<file path="config.mk">
export PLATFORM = sky130hd
export DESIGN_NAME = bbpu_front
export DESIGN_NICKNAME = d
export VERILOG_FILES = /design/src/rtl/bbpu_pkg.sv /design/src/rtl/bbpu_front.sv
export SDC_FILE = /design/constraint.sdc
export NUM_CORES = 1
export LEC_CHECK = 0
export BUFFER_PORTS_ARGS = -buffer_cell sky130_fd_sc_hd__buf_2
export CORE_MARGIN = 8
export CORE_UTILIZATION = 18
export DETAILED_ROUTE_END_ITERATION = 12
export PLACE_DENSITY_LB_ADDON = 0.2
export SYNTH_ARGS = -nofsm -noshare
export SYNTH_HDL_FRONTEND = slang
export SYNTH_SLANG_ARGS = --single-unit
</file>
<file path="constraint.sdc">
create_clock -name vclk -period 0.8
set_clock_uncertainty 0.05 [all_clocks]
set_input_delay 0.12 -clock vclk [all_inputs]
set_output_delay 0.12 -clock vclk [all_outputs]
set_load 0.005 [all_outputs]
</file>
<file path="src/rtl/bbpu_pkg.sv">
`timescale 1ns / 1ps

package bbpu_pkg;

   localparam int BUFFER_WORDS = 1024;
   localparam int WORD_BITS    = 32;
   localparam int ADDR_W       = $clog2(BUFFER_WORDS);
   localparam int BANK_DEPTH   = BUFFER_WORDS / 2;
   localparam int BANK_AW      = ADDR_W - 1;
   localparam int OFF_W        = $clog2(WORD_BITS);
   localparam int CURSOR_W     = 16;
   localparam int BASE_W       = 10;
   localparam int REGION_W     = 11;
   localparam int CSR_W        = 11;
   localparam int COUNT_W      = 6;
   localparam int QUEUE_DEPTH  = 2;
   localparam int QPTR_W       = $clog2(QUEUE_DEPTH);

   localparam logic [COUNT_W-1:0]  MAX_COUNT    = COUNT_W'(WORD_BITS);
   localparam logic [REGION_W-1:0] REGION_RESET = REGION_W'(100);

   localparam logic [1:0] OP_REWIND = 2'd0;
   localparam logic [1:0] OP_WRITE  = 2'd1;
   localparam logic [1:0] OP_READ   = 2'd2;

   localparam logic CSR_BASE  = 1'b0;
   localparam logic CSR_WORDS = 1'b1;

   typedef enum logic [1:0] {
      KIND_REWIND,
      KIND_WRITE,
      KIND_READ,
      KIND_NOP
   } kind_type;

   typedef struct packed {
      kind_type                kind;
      logic [WORD_BITS-1:0]    data;
      logic [COUNT_W-1:0]      count;
   } item_type;

endpackage

</file>
<file path="src/rtl/bbpu_front.sv">
`timescale 1ns / 1ps

module bbpu_front
   import bbpu_pkg::*;
(
   input  logic        req_tvalid,
   output logic        req_tready,
   input  logic [1:0]  req_tuser,
   input  logic [39:0] req_tdata,
   input  logic        queue_full,
   input  logic        clearing,
   output logic        push,
   output item_type    item
);

   logic [COUNT_W-1:0] raw_count;

   assign raw_count  = req_tdata[WORD_BITS +: COUNT_W];
   assign req_tready = !queue_full && !clearing;
   assign push       = req_tvalid && req_tready;

   always_comb begin
      item.data  = req_tdata[WORD_BITS-1:0];
      item.count = (raw_count > MAX_COUNT) ? MAX_COUNT : raw_count;
      case (req_tuser)
         OP_REWIND: item.kind = KIND_REWIND;
         OP_WRITE:  item.kind = KIND_WRITE;
         OP_READ:   item.kind = KIND_READ;
         default:   item.kind = KIND_NOP;
      endcase
   end

endmodule

</file>
==> impl_metrics.yaml, run 1 <==
timing:
  report.final.slew_viol_count: 0
  final_critical_path_setup_slack_ns: 0.09862
  timing.slew.headroom: 0.9032
  fmax_ghz: 1.426
  timing.final.crit_share: 0.8767
  worst_pin_slew_ns: 0.1450
  setup-tns-final_ns: 0
  post-route-min-period_ns: 0.7014
  timing.final.hold_violations: 0
  setup-violations-final: 0
  rsz_0062_raised_after_global_routing: "false"
final_layout:
  most-common-layout-cells: "17 x sky130_fd_sc_hd__buf_2, 5 x sky130_fd_sc_hd__nor2b_1, 1 x sky130_fd_sc_hd__nor2_1, 1 x sky130_fd_sc_hd__nor3b_1"
  layout.sequential_cells: 0
  post_layout_nonfiller_instances: 40
  post_route_cells_drive_above_1_share: 0.7083
  n_antenna_cell: 0
  nets: 71
  final.clkbuf_count: 0
  multi_input_area_sq_um: 42.54
  nFillCells: 176
  area_growth_pct: -49.79
  finish.instance_area_sq_um: 147.6
  seq_area_sq_um: 0
  commonest_non_fill_non_tap_cell_in_the_layout: "sky130_fd_sc_hd__buf_2"
power:
  power_mw: 0.05779
  leakagePower_nw: 0.08730
  vdd_ir_drop_max_v: 0.00003766
  pwrdens_mw_per_mm2: 391.4
place:
  place_ws_ns: 0.08256
  detailed_place.area_sq_um: 147.6
  place_congestion: 0.5738
  placement.io_buffers: 17
  dp_cells: 40
route:
  via_count: 154
  viasPerCell: 3.850
  drt-total-wl_microns: 495
  postRouteAntennaNets: 0
  detail_route.iter0.violations: 0
  detail_route.drc_violations: 0
  route.detailed.wl_per_inst_microns: 12.38
  number_of_optimization_iterations_in_the_first_detailed_route_pass: 1
logic_synthesis:
  synthesis.area_per_instance_sq_um: 7.001
  yosys_warnings: 0
  net_count_after_synthesis: 87
  ys_types: 5
  synthesis.instances: 42
  synth.cell_area_sq_um: 294.0
  synth_seq_area_share: 0
clock_tree:
  postCtsHoldBufs: 0
  post-cts-setup-buffers: 0
  postCtsResizedCells: 0
global_route:
  grt_pass1_vias: 159
  largest_net_degree_at_the_start_of_global_routing: 7
  grt_overflow: 0
  grtUsageTotal: 0.02394
  number_of_antenna_violations_at_the_first_check_in_global_routing: 0
  grt_first_pass_wirelength_microns: 710
outcome:
  outcome: "completed"
floorplanning:
  initial_utilization: 0.1929
  floorplan.die.width_microns: 56.42
  floorplan_row_count: 14
  dieArea_sq_mm: 0.003183
  design.core.area_sq_mm: 0.001524
  ioPinCount: 87
  vert_die_dim_microns: 56.42
critical_path:
  max_stage_delay_ns: 0.17
  crit_slowest_cell: "sky130_fd_sc_hd__nor3b_1"
  critPathRequiredTime_ns: 0.63
  cpLargestDelayFamily: "buffers and inverters"
  worstSetupStartpointType: "input port"
  setup.worst_path.end_class: "primary output"
  setup.worst_path.class: "in -> out"
  worstPathArrival_ns: 0.53
  crit_path_most_repeated_cell: "sky130_fd_sc_hd__buf_2"
  path_cells: "buf_2 > nor3b_1 > buf_2"
  crit_fanout: 2
  worstPathBufferInverterCount: 2
min_path:
  worstHoldPathType: "in -> out"
job:
  drv.max_cap_violation_count: 0
==> cell type report <==
| type | count | share of cell area |
|---|---|---|
| repair buffers | 17 | 0.5763 |
| multi-input cells | 7 | 0.2881 |
| well taps | 16 | 0.1356 |
==> Yosys cell counts (all sizes together) <==
library cell  number  area, sq um
clkbuf             3        11.26
nor2               1        3.750
buf               32        240.2
nor2b              5        31.28
nor3b              1        7.510
==> cell families (layout without fill, tap and decap cells) <==
| logic type | after synthesis | count (layout) | share of synthesized area |
|---|---|---|---|
| buffers and inverters | 35 | 17 | 0.8553 |
| and+or+nand+nor | 7 | 7 | 0.1447 |
==> report_power, final <==
| part | switching (mW) | internal (mW) | total, mW |
|---|---|---|---|
| registers | 0 | 0 | 0 |
| logic | 0.0215 | 0.0363 | 0.0578 |
| clock network | 0 | 0 | 0 |
| total | 0.0215 | 0.0363 | 0.0578 |
==> path summary, 6_finish.rpt <==
path	cells after the start	from	to	slack, ns
worst max-delay path	3	clearing	push	0.1
worst min-delay path	0	req_tdata[7]	item[13]	0.19
==> per-stage QoR <==
step	utilization	hold slack, ns
after floorplan	-	0.2169
after global placement	0.09688	0.1900
after detailed placement	0.09688	0.1900
after CTS	0.09688	0.1900
after global routing	0.09688	0.1900
final	0.09688	0.1900
==> routing by layer <==
| metal | vias up | wire length [microns] | track usage |
|---|---|---|---|
| met5 | - | 0 | 0 |
| met4 | 0 | 28 | 0.02405 |
| met3 | 12 | 179 | 0.04494 |
| met2 | 27 | 175 | 0.03011 |
| met1 | 59 | 111 | 0.008850 |
| li1 | 56 | - | - |
Note: power is estimated with default switching activity, not from simulation.
==> run 2, diff against run 1 <==
Settings changed: SETUP_SLACK_MARGIN set to 0.1.
==> run 2 against run 1 <==
Against the previous run: combinational power increased by 8.1%; count of clock-buffer cells in the layout unchanged; first-iteration DRC count unchanged; core utilization rose by 0.74 points; critical path depth unchanged; cell area rose by 7.6%; critical endpoint unchanged; highest routed layer unchanged.
==> impl_metrics.yaml, run 2 (synthesis results as in run 1) <==
timing:
  worst_pin_slew_ns: 0.1086
  setup-tns-final_ns: 0
  report.final.slew_viol_count: 0
  fmax_ghz: 1.514
  timing.final.crit_share: 0.8256
  timing.final.hold_violations: 0
  timing.slew.headroom: 0.9273
  worst_hold_slack_ns: 0.1900
  post-route-min-period_ns: 0.6604
  rsz_0062_raised_after_global_routing: "false"
  setup-violations-final: 0
critical_path:
  crit_fanout: 2
  cpLargestDelayFamily: "buffers and inverters"
  critPathRequiredTime_ns: 0.63
  worstPathBufferInverterCount: 2
  crit_slowest_cell: "sky130_fd_sc_hd__nor3b_2"
  max_stage_delay_ns: 0.15
  setup.worst_path.class: "in -> out"
  setup.worst_path.end_class: "primary output"
  worstPathArrival_ns: 0.49
  worstSetupStartpointType: "input port"
  path_cells: "buf_6 > nor3b_2 > buf_2"
global_route:
  grt_first_pass_wirelength_microns: 710
  grt_pass1_vias: 159
  number_of_antenna_violations_at_the_first_check_in_global_routing: 0
  grtUsageTotal: 0.02394
  largest_net_degree_at_the_start_of_global_routing: 7
  grt_overflow: 0
final_layout:
  multi_input_area_sq_um: 47.55
  post_layout_nonfiller_instances: 40
  post_route_cells_drive_above_1_share: 0.7500
  layout.sequential_cells: 0
  final.clkbuf_count: 0
  seq_area_sq_um: 0
  most-common-layout-cells: "16 x sky130_fd_sc_hd__buf_2, 5 x sky130_fd_sc_hd__nor2b_1, 1 x sky130_fd_sc_hd__nor2_1, 1 x sky130_fd_sc_hd__nor3b_2, 1 x sky130_fd_sc_hd__buf_6"
  nets: 71
  nFillCells: 176
  commonest_non_fill_non_tap_cell_in_the_layout: "sky130_fd_sc_hd__buf_2"
  n_antenna_cell: 0
  area_growth_pct: -45.96
route:
  detail_route.iter0.violations: 0
  via_count: 154
  drt-total-wl_microns: 498
  detail_route.drc_violations: 0
  postRouteAntennaNets: 0
  route.detailed.wl_per_inst_microns: 12.45
  number_of_optimization_iterations_in_the_first_detailed_route_pass: 1
  viasPerCell: 3.850
floorplanning:
  ioPinCount: 87
  design.core.area_sq_mm: 0.001524
  initial_utilization: 0.1929
  floorplan_row_count: 14
  floorplan.die.width_microns: 56.42
  vert_die_dim_microns: 56.42
  dieArea_sq_mm: 0.003183
power:
  leakagePower_nw: 0.09122
  p_sw_frac: 0.3596
  internal_power_mw: 0.04005
  vdd_ir_drop_max_v: 0.00004983
  power_mw: 0.06255
  clock_power_share: 0
  seq_power_share: 0
  p_sw_mw: 0.02249
  combinationalPowerShare: 1.000
  pwrdens_mw_per_mm2: 393.6
min_path:
  hold_start: "req_tdata[7]"
  min_delay_worst_endpoint: "item[13]"
  worstHoldPathType: "in -> out"
  whs_path_depth: 0
outcome:
  outcome: "completed"
place:
  place_congestion: 0.5738
  placement.io_buffers: 17
  dp_cells: 40
job:
  drv.max_cap_violation_count: 0
-- run 2: cell counts in the layout (fill, tap and decap cells not counted) --
No cell type changed its count.
-- run 2: how the worst max path moves through the flow --
stage	startpoint	endpoint	slack [ns]	cells past startpoint
floorplan	clearing	push	0.29	1
global placement	clearing	push	0.09	3
detailed placement	clearing	push	0.08	3
CTS	clearing	push	0.11	3
global route	req_tdata[37]	item[3]	0.11	3
finish	queue_full	push	0.14	3
-- run 2: stage by stage --
stage	worst slack (ns)	cell area [sq um]	utilization
after floorplan	0.2938	294.0	-
after global placement	0.08841	147.6	0.09688
after detailed placement	0.08256	147.6	0.09688
after CTS	0.1096	152.6	0.1002
after global routing	0.1124	158.9	0.1043
final	0.1396	158.9	0.1043
-- run 2: per-layer routing --
metal / track usage / share of wire / vias to the layer above
met2: 0.03011 / 0.36 / 27
met5: 0 / 0 / -
li1: - / - / 56
met3: 0.04494 / 0.36 / 12
met4: 0.02405 / 0.056 / 0
met1: 0.008850 / 0.22 / 59
-- run 2: power groups by stage --
stage	combinational, mW	clock, mW	sequential [mW]
global route	0.0696	0	0
finish	0.0625	0	0
floorplan	0.152	0	0
detailed placement	0.0594	0	0
global placement	0.0597	0	0
CTS	0.0614	0	0
-- run 2: cell type report --
type,count,share of cell area
Timing Repair Buffer,17,0.5748
Multi-Input combinational cell,7,0.2992
Tap cell,16,0.1260
-- run 2: timing repair --
item	in CTS	in global routing
pin swaps	0	1
buffers inserted	0	0
setup endpoints to repair	1	1
gates resized for setup	1	1
hold buffers	0	0
