File: config.mk
export PLATFORM = sky130hd
export DESIGN_NAME = bbpu_queue
export DESIGN_NICKNAME = d
export VERILOG_FILES = /design/src/rtl/bbpu_pkg.sv /design/src/rtl/bbpu_queue.sv
export SDC_FILE = /design/constraint.sdc
export NUM_CORES = 1
export LEC_CHECK = 0
export BUFFER_PORTS_ARGS = -buffer_cell sky130_fd_sc_hd__buf_2
export CAP_MARGIN = 20
export CORE_MARGIN = 4
export CORE_UTILIZATION = 40
export CTS_CLUSTER_SIZE = 20
export DETAILED_ROUTE_END_ITERATION = 10
export GPL_TIMING_DRIVEN = 0
export SLEW_MARGIN = 10
export SYNTH_ARGS = -nofsm -noshare
export SYNTH_HDL_FRONTEND = slang
export SYNTH_SLANG_ARGS = --single-unit
File: constraint.sdc
create_clock -name clock -period 6.15 [get_ports clock]
set_input_delay 1.23 -clock clock [delete_from_list [all_inputs] [get_ports clock]]
set_output_delay 1.23 -clock clock [all_outputs]
set_load 0.01 [all_outputs]
File: src/rtl/bbpu_pkg.sv
`timescale 1ns / 1ps

package bbpu_pkg;

   localparam int BUFFER_WORDS = 1024;
   localparam int WORD_BITS    = 32;
   localparam int ADDR_W       = $clog2(BUFFER_WORDS);
   localparam int BANK_DEPTH   = BUFFER_WORDS / 2;
   localparam int BANK_AW      = ADDR_W - 1;
   localparam int OFF_W        = $clog2(WORD_BITS);
   localparam int CURSOR_W     = 16;
   localparam int BASE_W       = 10;
   localparam int REGION_W     = 11;
   localparam int CSR_W        = 11;
   localparam int COUNT_W      = 6;
   localparam int QUEUE_DEPTH  = 2;
   localparam int QPTR_W       = $clog2(QUEUE_DEPTH);

   localparam logic [COUNT_W-1:0]  MAX_COUNT    = COUNT_W'(WORD_BITS);
   localparam logic [REGION_W-1:0] REGION_RESET = REGION_W'(100);

   localparam logic [1:0] OP_REWIND = 2'd0;
   localparam logic [1:0] OP_WRITE  = 2'd1;
   localparam logic [1:0] OP_READ   = 2'd2;

   localparam logic CSR_BASE  = 1'b0;
   localparam logic CSR_WORDS = 1'b1;

   typedef enum logic [1:0] {
      KIND_REWIND,
      KIND_WRITE,
      KIND_READ,
      KIND_NOP
   } kind_type;

   typedef struct packed {
      kind_type                kind;
      logic [WORD_BITS-1:0]    data;
      logic [COUNT_W-1:0]      count;
   } item_type;

endpackage

File: src/rtl/bbpu_queue.sv
`timescale 1ns / 1ps

module bbpu_queue
   import bbpu_pkg::*;
(
   input  logic     clock,
   input  logic     reset,
   input  logic     push,
   input  item_type push_item,
   input  logic     pop,
   output logic     head_valid,
   output item_type head_item,
   output logic     full
);

   item_type            entry_ff [QUEUE_DEPTH];
   logic [QPTR_W-1:0]   wr_ptr_ff;
   logic [QPTR_W-1:0]   rd_ptr_ff;
   logic [QPTR_W:0]     fill_ff;

   assign head_valid = (fill_ff != '0);
   assign full       = (fill_ff == (QPTR_W+1)'(QUEUE_DEPTH));
   assign head_item  = entry_ff[rd_ptr_ff];

   always_ff @(posedge clock) begin
      if (reset) begin
         wr_ptr_ff <= '0;
         rd_ptr_ff <= '0;
         fill_ff   <= '0;
      end else begin
         if (push) begin
            entry_ff[wr_ptr_ff] <= push_item;
            wr_ptr_ff           <= wr_ptr_ff + 1'b1;
         end
         if (pop) begin
            rd_ptr_ff <= rd_ptr_ff + 1'b1;
         end
         if (push && !pop) begin
            fill_ff <= fill_ff + 1'b1;
         end else if (pop && !push) begin
            fill_ff <= fill_ff - 1'b1;
         end
      end
   end

endmodule

==> metrics, run 1 <==
drt wl/cell=~16 um; critical path's largest stage delay=around 0.40 ns; WL final=between 5000 and 6000 um; H-tree lvl count=3; total congestion overflow=0; Slew HR=0.678; TritonCTS buffer count=9; first-pass GRT wire length=a little under 8000 um; Chip Height=around 96 um; Fin. Hold Viols=0; crit-path cells=buf_2 -> mux2_2 -> buf_2; Synth async-reset ratio=0; R2R Setup Slk=4.69 ns; I/O Pins=86; first-iteration detailed-routing DRC count=31; largest net degree at the start of global routing=24; CP max-delay cell=dfxtp_1; r2r endpoint=entry_ff[1][33]; syn_nets=about 190; synthesized flop and latch total=85; GP Congestion=0.652; first-pass iteration count of the detailed router=3; clk buf depth=2; Setup TNS=0 ns; Max Cap Viol=0; CTS root buf=clkbuf_8; CTS clock-pin slew for the worst setup and hold paths=0.08 ns; r2r worst-path depth=2; CTS sink cnt=85; slew of the pin with the lowest slew margin=~0.48 ns; routed vias=about 1600; Crit Path Class=reg -> out; Setup crit start kind=register; vias in the first global route=roughly 1600; setup repair bufs after CTS=0; Synth Instances=about 150; Synth Flop Type=edfxtp_1; pre-CTS WS=around 3.6 ns; total core area=about 7400 um^2; final max-slew violation count=0; PD cells=328 nW/um^2; outcome=finished clean; initial antenna violation count=0; Critical R2R Launch=wr_ptr_ff; n_diodes=0; Yosys cell types=16; skew final=between 0.004 and 0.005 ns; GRT Util Overall=0.121; post-DP HPWL=between 3000 and 4000 um; final setup margin=approximately 3.4 ns; Ys Warns=0; Syn Area/Cell=~21 um^2; Critical Path RT=approximately 4.9 ns; Finished Core Util=0.539; post-route ant nets=0; share of cells above drive strength 1=0.611; setup violators final=0; Via-to-Cell Ratio=about 4.6; Area growth, synth to finish=28.6%; post-synthesis sequential area ratio=0.811; hold path cells=2; hold path endpoint=fill_ff[1]; Final Cell Area=roughly 4000 um^2; Leak=1.50 nW; Setup crit end kind=output pin; die width=between 90 and 100 um; fin crit period=between 2 and 3 ns; Hold Crit Class=reg -> reg; TritonCTS clock tree=done; RSZ-0062 raised after global routing=no; crit path DAT=1.55 ns; Fmax=approximately 360 MHz; cts repair resizes=0; Starting Density=0.419; Mapped Area=between 3000 and 4000 um^2; CP most frequent cell=buf_2; Worst Path Max Fanout=10; Port Buf Inserts=between 80 and 90; DRC Markers=0; period utilization=0.452; die area=between 9000 and 10000 um^2; IR drop worst, VDD=0.121 mV; cts hold-fix bufs=0; Post-synth EDFFs=80; Nets=around 300; worst hold start=fill_ff[1]; row count=31; Final Power=around 0.0013 W; Skew-Pair Late Insertion Delay=~0.34 ns; Placed Area=approximately 3700 um^2
## layer usage
| layer | global-route usage | vias up | part of all wire | routed length, um |
|---|---|---|---|---|
| li1 | - | 770 | - | - |
| met1 | 0.146 | 785 | 0.44 | 2400 |
| met2 | 0.192 | 47 | 0.49 | 2700 |
| met3 | 0.0391 | 7 | 0.057 | 314 |
| met4 | 0.0675 | 0 | 0.015 | 83 |
| met5 | 0 | - | 0 | 0 |
## kinds of logic (layout without fill, tap and decap cells)
kind of cell	after synthesis	count (layout)	share of synthesized area
compound gates	2	2	0.00324
xor+xnor	4	4	0.0114
fa+ha+maj	1	1	0.00405
buf+inv	5	111	0.00770
flops	85	85	0.811
mux	40	40	0.146
simple gates	9	9	0.0170
## placed cells by master, fill, tap and decap left out, types with 2 or more instances in the layout
| master | n |
|---|---|
| nor2_1 | 4 |
| xor2_1 | 2 |
| clkbuf_8 | 9 |
| inv_6 | 2 |
| buf_6 | 2 |
| xnor2_1 | 2 |
| dfxtp_1 | 5 |
| buf_4 | 2 |
| buf_2 | 89 |
| edfxtp_1 | 80 |
| bufinv_16 | 4 |
| mux2_2 | 40 |
## synthesized netlist by cell type, types with 2 or more instances
library cell	instances	area [um^2]
edfxtp_1	80	2400
mux2_2	40	450
dfxtp_1	5	100
buf_2	4	20.0
nor2_1	4	15.0
xnor2_1	2	17.5
xor2_1	2	17.5
## flip-flops by register name, indices dropped and copies added, names as in the netlist, named ones only
register / cells
entry_ff: 80
fill_ff: 2
rd_ptr_ff: 1
wr_ptr_ff: 1
## final cells by class
cell class | count | area (um^2)
fillers | 632 | 3400
flip-flops and latches | 85 | 2500
multi-input cells | 56 | 567
repair buffers | 90 | 483
clock inverters | 7 | 145
clock buffers | 9 | 124
well taps | 99 | 124
plain buffers | 4 | 20.0
inverters | 1 | 3.75
## worst max-delay path by stage
stage                   from              end  slack, ns
global route        register    head_item[37]       3.26
global placement       reset   entry_ff[0][1]      -0.54
CTS                 register     head_item[9]       3.30
finish              register    head_item[27]       3.37
floorplan              reset   entry_ff[0][0]       1.48
detailed placement     reset  entry_ff[1][35]       3.61
## critical path: cells and delay by family, from the launching register on
| kind | cells | cell delay [ns] |
|---|---|---|
| DFF | 1 | 0.40 |
| buffers and inverters | 2 | 0.43 |
| muxes | 1 | 0.38 |
## report_power, final
group          leakage [nW]  internal, W  switching (W)
Combinational         0.596    0.0000627      0.0000628
Sequential            0.776     0.000659     0.00000756
Clock                 0.130     0.000314       0.000198
## stage by stage
stage	hold slack, ns	cells
floorplan	0.456	146
global placement	0.487	330
detailed placement	0.510	335
CTS	0.529	351
global route	0.581	351
finish	0.524	351
(Power assumes the default switching activity.)
==> inputs of run 2 (changes only) <==
--- a/config.mk
+++ b/config.mk
@@ -5,6 +5,7 @@
 export SDC_FILE = /design/constraint.sdc
 export NUM_CORES = 1
 export LEC_CHECK = 0
+export ABC_AREA = 1
 export BUFFER_PORTS_ARGS = -buffer_cell sky130_fd_sc_hd__buf_2
 export CAP_MARGIN = 20
 export CORE_MARGIN = 4
@@ -12,6 +13,7 @@
 export CTS_CLUSTER_SIZE = 20
 export DETAILED_ROUTE_END_ITERATION = 10
 export GPL_TIMING_DRIVEN = 0
+export PLACE_DENSITY = 0.66
 export SLEW_MARGIN = 10
 export SYNTH_ARGS = -nofsm -noshare
 export SYNTH_HDL_FRONTEND = slang
==> constraint.sdc (replaced) <==
create_clock -name clock -period 2.55 [get_ports clock]
set_input_delay 0.51 -clock clock [delete_from_list [all_inputs] [get_ports clock]]
set_output_delay 0.51 -clock clock [all_outputs]
set_load 0.01 [all_outputs]
==> run 2 against run 1 <==
Against the previous run:
- via count rose by 4.2%
- global-route usage is 0.37 points higher
- hold slack got worse by 0.17 ns
- critical path depth unchanged
- utilization fell by 0.21 points
- flip-flop and latch count unchanged
- die area rose by 1.3%
- sequential share of layout area is 0.079 points lower
- critical endpoint is now head_item[20]
- critical path type unchanged
- power is 120% higher
- register-to-register slack worse by 3.8 ns
==> metrics, run 2 <==
Finished Core Util=0.536 (was 0.539); slew of the pin with the lowest slew margin=0.842 ns (was 0.482 ns); Crit Path Class=reg -> out (unchanged); cts repair resizes=0 (unchanged); I/O Pins=86 (unchanged); routed vias=1676 (was 1609); vias in the first global route=1761 (was 1610); Skew-Pair Late Insertion Delay=0.34 ns (about the same); Setup crit start kind=register (unchanged); share of cells above drive strength 1=0.565 (was 0.611); Syn Area/Cell=19.8 um^2 (was 21.1 um^2); Yosys cell types=14 (was 16); Post-synth EDFFs=80 (unchanged); Commonest cells post-synth=edfxtp_1, mux2_2, inv_1 (was edfxtp_1, mux2_2, dfxtp_1); die width=96.5 um (was 95.8 um); post-route ant nets=0 (unchanged); setup repair bufs after CTS=0 (unchanged); commonest non-fill, non-tap cell in the layout=buf_2 (unchanged); IR drop worst, VDD=0.356 mV (was 0.121 mV); Top reg by flops=entry_ff (unchanged); top layer in use=met4 (unchanged); die area=9300 um^2 (was 9190 um^2); RSZ-0062 raised after global routing=no (unchanged); Port Buf Inserts=85 (unchanged); worst hold slack=0.358 ns (was 0.524 ns); CTS clock-pin slew for the worst setup and hold paths=0.08 ns (about the same); CP max-delay cell=dfxtp_1 (unchanged); Worst Path Max Fanout=10 (unchanged); Leak=1.51 nW (was 1.50 nW); outcome=finished clean (unchanged); Metal-1 WL=2330 um (was 2400 um); post-DP HPWL=3960 um (was 3820 um); biggest regs=entry_ff (80), fill_ff (2) (unchanged); critical path's largest stage delay=0.46 ns (was 0.40 ns); n_diodes=0 (unchanged); R2R Setup Slk=0.90 ns (was 4.69 ns); crit path DAT=1.49 ns (was 1.55 ns); Area growth, synth to finish=27.0% (was 28.6%); skew final=0.00611 ns (was 0.00465 ns); Ys Warns=0 (unchanged); Starting Density=0.422 (was 0.419); ranking of synthesized cells by area=edfxtp_1, mux2_2, dfxtp_1, buf_6, inv_1 (was edfxtp_1, mux2_2, dfxtp_1, buf_2, xnor2_1); DRC Markers=0 (unchanged); synthesized flop and latch total=85 (unchanged); Fmax=500 MHz; met3 WL=386 um (was 314 um); GRT Util Overall=0.125 (was 0.121); Synth Instances=158 (was 146); Via-to-Cell Ratio=4.64 (was 4.58); drt wl/cell=15.4 um (was 15.7 um); Detail Route met2 WL=2760 um (was 2700 um); first-pass GRT wire length=8440 um (was 7890 um); Fin. Hold Viols=0 (unchanged); first-pass iteration count of the detailed router=3 (unchanged); Bufs and invs on worst path=2 (unchanged); GP Congestion=0.688 (was 0.652); final max-slew violation count=0 (unchanged); Synth top area share=0.768 (was 0.778); Max Cap Viol=0 (unchanged); syn_nets=203 (was 191); Mapped Area=3130 um^2 (was 3090 um^2); Nets=302 (was 292); TritonCTS clock tree=done (unchanged); row count=31 (unchanged); Synth async-reset ratio=0 (unchanged); Setup TNS=0 ns (unchanged); setup violators final=0 (unchanged); fin crit period=roughly 2 ns; Worst path top cell family by delay=flip-flops (was buffers and inverters); Critical Path RT=2.04 ns (was 4.92 ns); TritonCTS buffer count=9 (unchanged); cts hold-fix bufs=0 (unchanged); Slew HR=0.437 (was 0.678); Setup crit end kind=output pin (unchanged); largest net degree at the start of global routing=26 (was 24); total congestion overflow=0 (unchanged); Fillers=627 (was 632); CTS root buf=clkbuf_8 (unchanged); post-synthesis sequential area ratio=0.800 (was 0.811); WL final=5560 um (was 5510 um); crit-path cells=buf_6 -> mux2_2 -> buf_2 (was buf_2 -> mux2_2 -> buf_2); CTS sink cnt=85 (unchanged); total core area=7410 um^2 (was 7370 um^2); max FFs per register=80 (unchanged); H-tree lvl count=3 (unchanged); commonest cells after routing, fill and taps aside=buf_2, edfxtp_1, mux2_2 (unchanged); Synth area leader=edfxtp_1 (unchanged); Hold Crit Class=in -> reg (was reg -> reg); Synth Flop Type=edfxtp_1 (unchanged); most common cell in the netlist=edfxtp_1 (unchanged); PD cells=729 nW/um^2 (was 328 nW/um^2); first-iteration detailed-routing DRC count=40 (was 31); initial antenna violation count=0 (unchanged); period utilization=0.784; clk buf depth=2 (unchanged); Chip Height=96.5 um (was 95.8 um)
[run 2: path summary, 6_finish.rpt]
path / from / to / depth (start not counted)
worst max-delay path: register / head_item[20] / 3
worst min register to register: wr_ptr_ff / wr_ptr_ff / 2
worst min-delay path: push_item[0] / entry_ff[1][0] / 1
worst max register to register: wr_ptr_ff / entry_ff[1][1] / 3
[run 2: layout make-up]
| type | instances | area [um^2] | area share |
|---|---|---|---|
| clock inverters | 6 | 86.3 | 0.0217 |
| flip-flops and latches | 85 | 2500 | 0.630 |
| multi-input cells | 60 | 567 | 0.143 |
| inverters | 9 | 33.8 | 0.00850 |
| clock buffers | 10 | 128 | 0.0321 |
| well taps | 99 | 124 | 0.0312 |
| repair buffers | 88 | 488 | 0.123 |
| plain buffers | 4 | 45.0 | 0.0113 |
[run 2: report_power, final]
part           leakage (nW)  switching, W  internal, W  total (W)
registers             0.776     0.0000147      0.00158    0.00159
clock network         0.108      0.000448     0.000552    0.00100
logic                 0.628      0.000151     0.000149   0.000300
total                  1.51      0.000614      0.00228    0.00290
[run 2: per-layer routing]
metal / global-route usage / up-vias
met5: 0 / -
li1: - / 798
met1: 0.145 / 813
met4: 0.0491 / 0
met2: 0.217 / 55
met3: 0.0380 / 10
[run 2: logic make-up after synthesis]
| logic type | count (synthesis) | share of synthesized area |
|---|---|---|
| muxes | 40 | 0.144 |
| DFF | 85 | 0.800 |
| xor gates and xnor gates | 1 | 0.00280 |
| adders and majority gates | 1 | 0.00400 |
| buffers and inverters | 13 | 0.0252 |
| and+or+nand+nor | 15 | 0.0196 |
| AOI/OAI and AO/OA | 3 | 0.00480 |
[run 2: stage by stage]
step | total power [W] | worst slack, ns | cells | area [um^2]
after floorplan | 0.00179 | 0.00123 | 158 | 3140
after global placement | 0.00192 | -1.13 | 342 | 3690
after detailed placement | 0.00193 | 0.544 | 345 | 3760
after CTS | 0.00294 | 0.492 | 361 | 3970
after global routing | 0.00303 | 0.452 | 361 | 3970
final | 0.00290 | 0.552 | 361 | 3970
==> inputs of run 3 (changes only) <==
--- a/config.mk
+++ b/config.mk
@@ -13,7 +13,6 @@
 export CTS_CLUSTER_SIZE = 20
 export DETAILED_ROUTE_END_ITERATION = 10
 export GPL_TIMING_DRIVEN = 0
-export PLACE_DENSITY = 0.66
 export SLEW_MARGIN = 10
 export SYNTH_ARGS = -nofsm -noshare
 export SYNTH_HDL_FRONTEND = slang
==> constraint.sdc (replaced) <==
create_clock -name clock -period 2 [get_ports clock]
set_input_delay 0.4 -clock clock [delete_from_list [all_inputs] [get_ports clock]]
set_output_delay 0.4 -clock clock [all_outputs]
set_load 0.01 [all_outputs]
==> run 3 against run 2 <==
Against the previous run:
- final area down 1.4%
- routed wire length is 4.8% lower
- via count shrank 1.5%
- clock skew rose by 0.00075 ns
- flip-flop and latch count unchanged
- global-route usage down 0.58 points
- final cell count did not move
- hold slack lost 0.11 ns
- sequential share of layout area up 0.90 points
- die area did not move
- largest power group unchanged
==> metrics, run 3 (synthesized netlist as in run 2, its figures left out) <==
outcome=finished clean (unchanged); crit path DAT=1.45 ns (was 1.49 ns); first-iteration detailed-routing DRC count=46 (was 40); GP Congestion=0.697 (was 0.688); initial antenna violation count=0 (unchanged); CTS clock-pin slew for the worst setup and hold paths=0.08 ns (about the same); row count=31 (unchanged); setup violators final=0 (unchanged); commonest cells after routing, fill and taps aside=buf_2, edfxtp_1, mux2_2 (unchanged); Final Cell Area=3920 um^2 (was 3970 um^2); Fin. Hold Viols=0 (unchanged); DRC Markers=0 (unchanged); Port Buf Inserts=85 (unchanged); fin crit period=1.85 ns; total congestion overflow=0 (unchanged); TritonCTS clock tree=done (unchanged); biggest regs=entry_ff (80), fill_ff (2) (unchanged); total core area=7410 um^2 (unchanged); skew final=0.00687 ns (was 0.00611 ns); first-pass iteration count of the detailed router=3 (unchanged); commonest non-fill, non-tap cell in the layout=buf_2 (unchanged); die area=9300 um^2 (unchanged); n_diodes=0 (unchanged); final max-slew violation count=0 (unchanged); Placed Area=3760 um^2 (unchanged); drt wl/cell=14.7 um (was 15.4 um); post-route ant nets=0 (unchanged); Setup crit start kind=register (unchanged); Crit Path Class=reg -> out (unchanged); CTS root buf=clkbuf_8 (unchanged); period utilization=0.927; Area growth, synth to finish=25.2% (was 27.0%); worst hold slack=0.248 ns (was 0.358 ns); die width=96.5 um (unchanged); pre-CTS WS=0.205 ns (was 0.544 ns); Chip Height=96.5 um (unchanged); routed vias=1651 (was 1676); Leak=1.48 nW (was 1.51 nW); TritonCTS buffer count=9 (unchanged); Skew-Pair Late Insertion Delay=0.34 ns (about the same); Nets=302 (unchanged); Max Cap Viol=0 (unchanged); Setup crit end kind=output pin (unchanged); Starting Density=0.422 (unchanged); share of cells above drive strength 1=0.561 (was 0.565); final setup margin=0.146 ns (was 0.552 ns); largest net degree at the start of global routing=25 (was 26); RSZ-0062 raised after global routing=no (unchanged); cts hold-fix bufs=0 (unchanged); WL final=5300 um (was 5560 um); setup repair bufs after CTS=0 (unchanged); slew of the pin with the lowest slew margin=0.725 ns (was 0.842 ns); Top reg by flops=entry_ff (unchanged); Critical Path RT=1.60 ns (was 2.04 ns); CTS sink cnt=85 (unchanged); max FFs per register=80 (unchanged); cts repair resizes=0 (unchanged); Slew HR=0.515 (was 0.437); PD cells=868 nW/um^2 (was 729 nW/um^2); I/O Pins=86 (unchanged); post-DP HPWL=3780 um (was 3960 um); GRT Util Overall=0.119 (was 0.125); clk buf depth=2 (unchanged); H-tree lvl count=3 (unchanged); Hold Crit Class=in -> reg (unchanged); first-pass GRT wire length=8090 um (was 8440 um); vias in the first global route=1779 (was 1761); Worst Path Max Fanout=10 (unchanged); IR drop worst, VDD=0.527 mV (was 0.356 mV); Fmax=539 MHz; Fillers=637 (was 627); Via-to-Cell Ratio=4.57 (was 4.64)
run 3: cell count changes in the layout (fill, tap and decap cells not counted), sizes merged:
cell      previous run  this run
bufinv               2         0
clkinvlp             0         1
inv                 10         9
clkinv               3         5
run 3: path summary, 6_finish.rpt:
kind	from	to	slack [ns]	depth (start not counted)
setup / recovery	register	head_item[3]	0.15	3
hold / removal	push_item[19]	entry_ff[0][19]	0.25	1
setup reg to reg	wr_ptr_ff	entry_ff[1][22]	0.44	3
hold reg to reg	wr_ptr_ff	wr_ptr_ff	0.47	2
run 3: power by group:
part	internal [W]	switching (W)
Combinational	0.000190	0.000189
Clock	0.000437	0.000554
Sequential	0.00202	0.0000174
run 3: metrics by stage:
step	instances	total power [W]	TNS [ns]	util
global placement	342	0.00245	-50.58	0.498
detailed placement	345	0.00246	0	0.508
CTS	361	0.00345	0	0.529
finish	361	0.00340	0	0.529
floorplan	158	0.00229	0	-
global route	361	0.00357	0	0.529
run 3: worst max-delay path: stages (launching register included):
cell     delay (ns)
dfxtp_1        0.44
buf_6          0.20
mux2_2         0.35
buf_2          0.14
run 3: area by class of cell:
type / count / area, um^2 / area share
multi-input combinational: 60 / 567 / 0.145
buffer: 4 / 45.0 / 0.0115
clock inverter: 6 / 30.0 / 0.00767
sequential: 85 / 2500 / 0.639
inverter: 9 / 33.8 / 0.00862
tap: 99 / 124 / 0.0316
timing repair buffer: 88 / 488 / 0.125
clock buffer: 10 / 128 / 0.0326
run 3: metal layers:
metal	wire length, um	share of wire	vias up	global-route usage
met5	0	0	-	0
met3	372	0.070	9	0.0426
li1	-	-	794	-
met1	2130	0.40	799	0.135
met2	2700	0.51	49	0.198
met4	89	0.017	0	0.0631
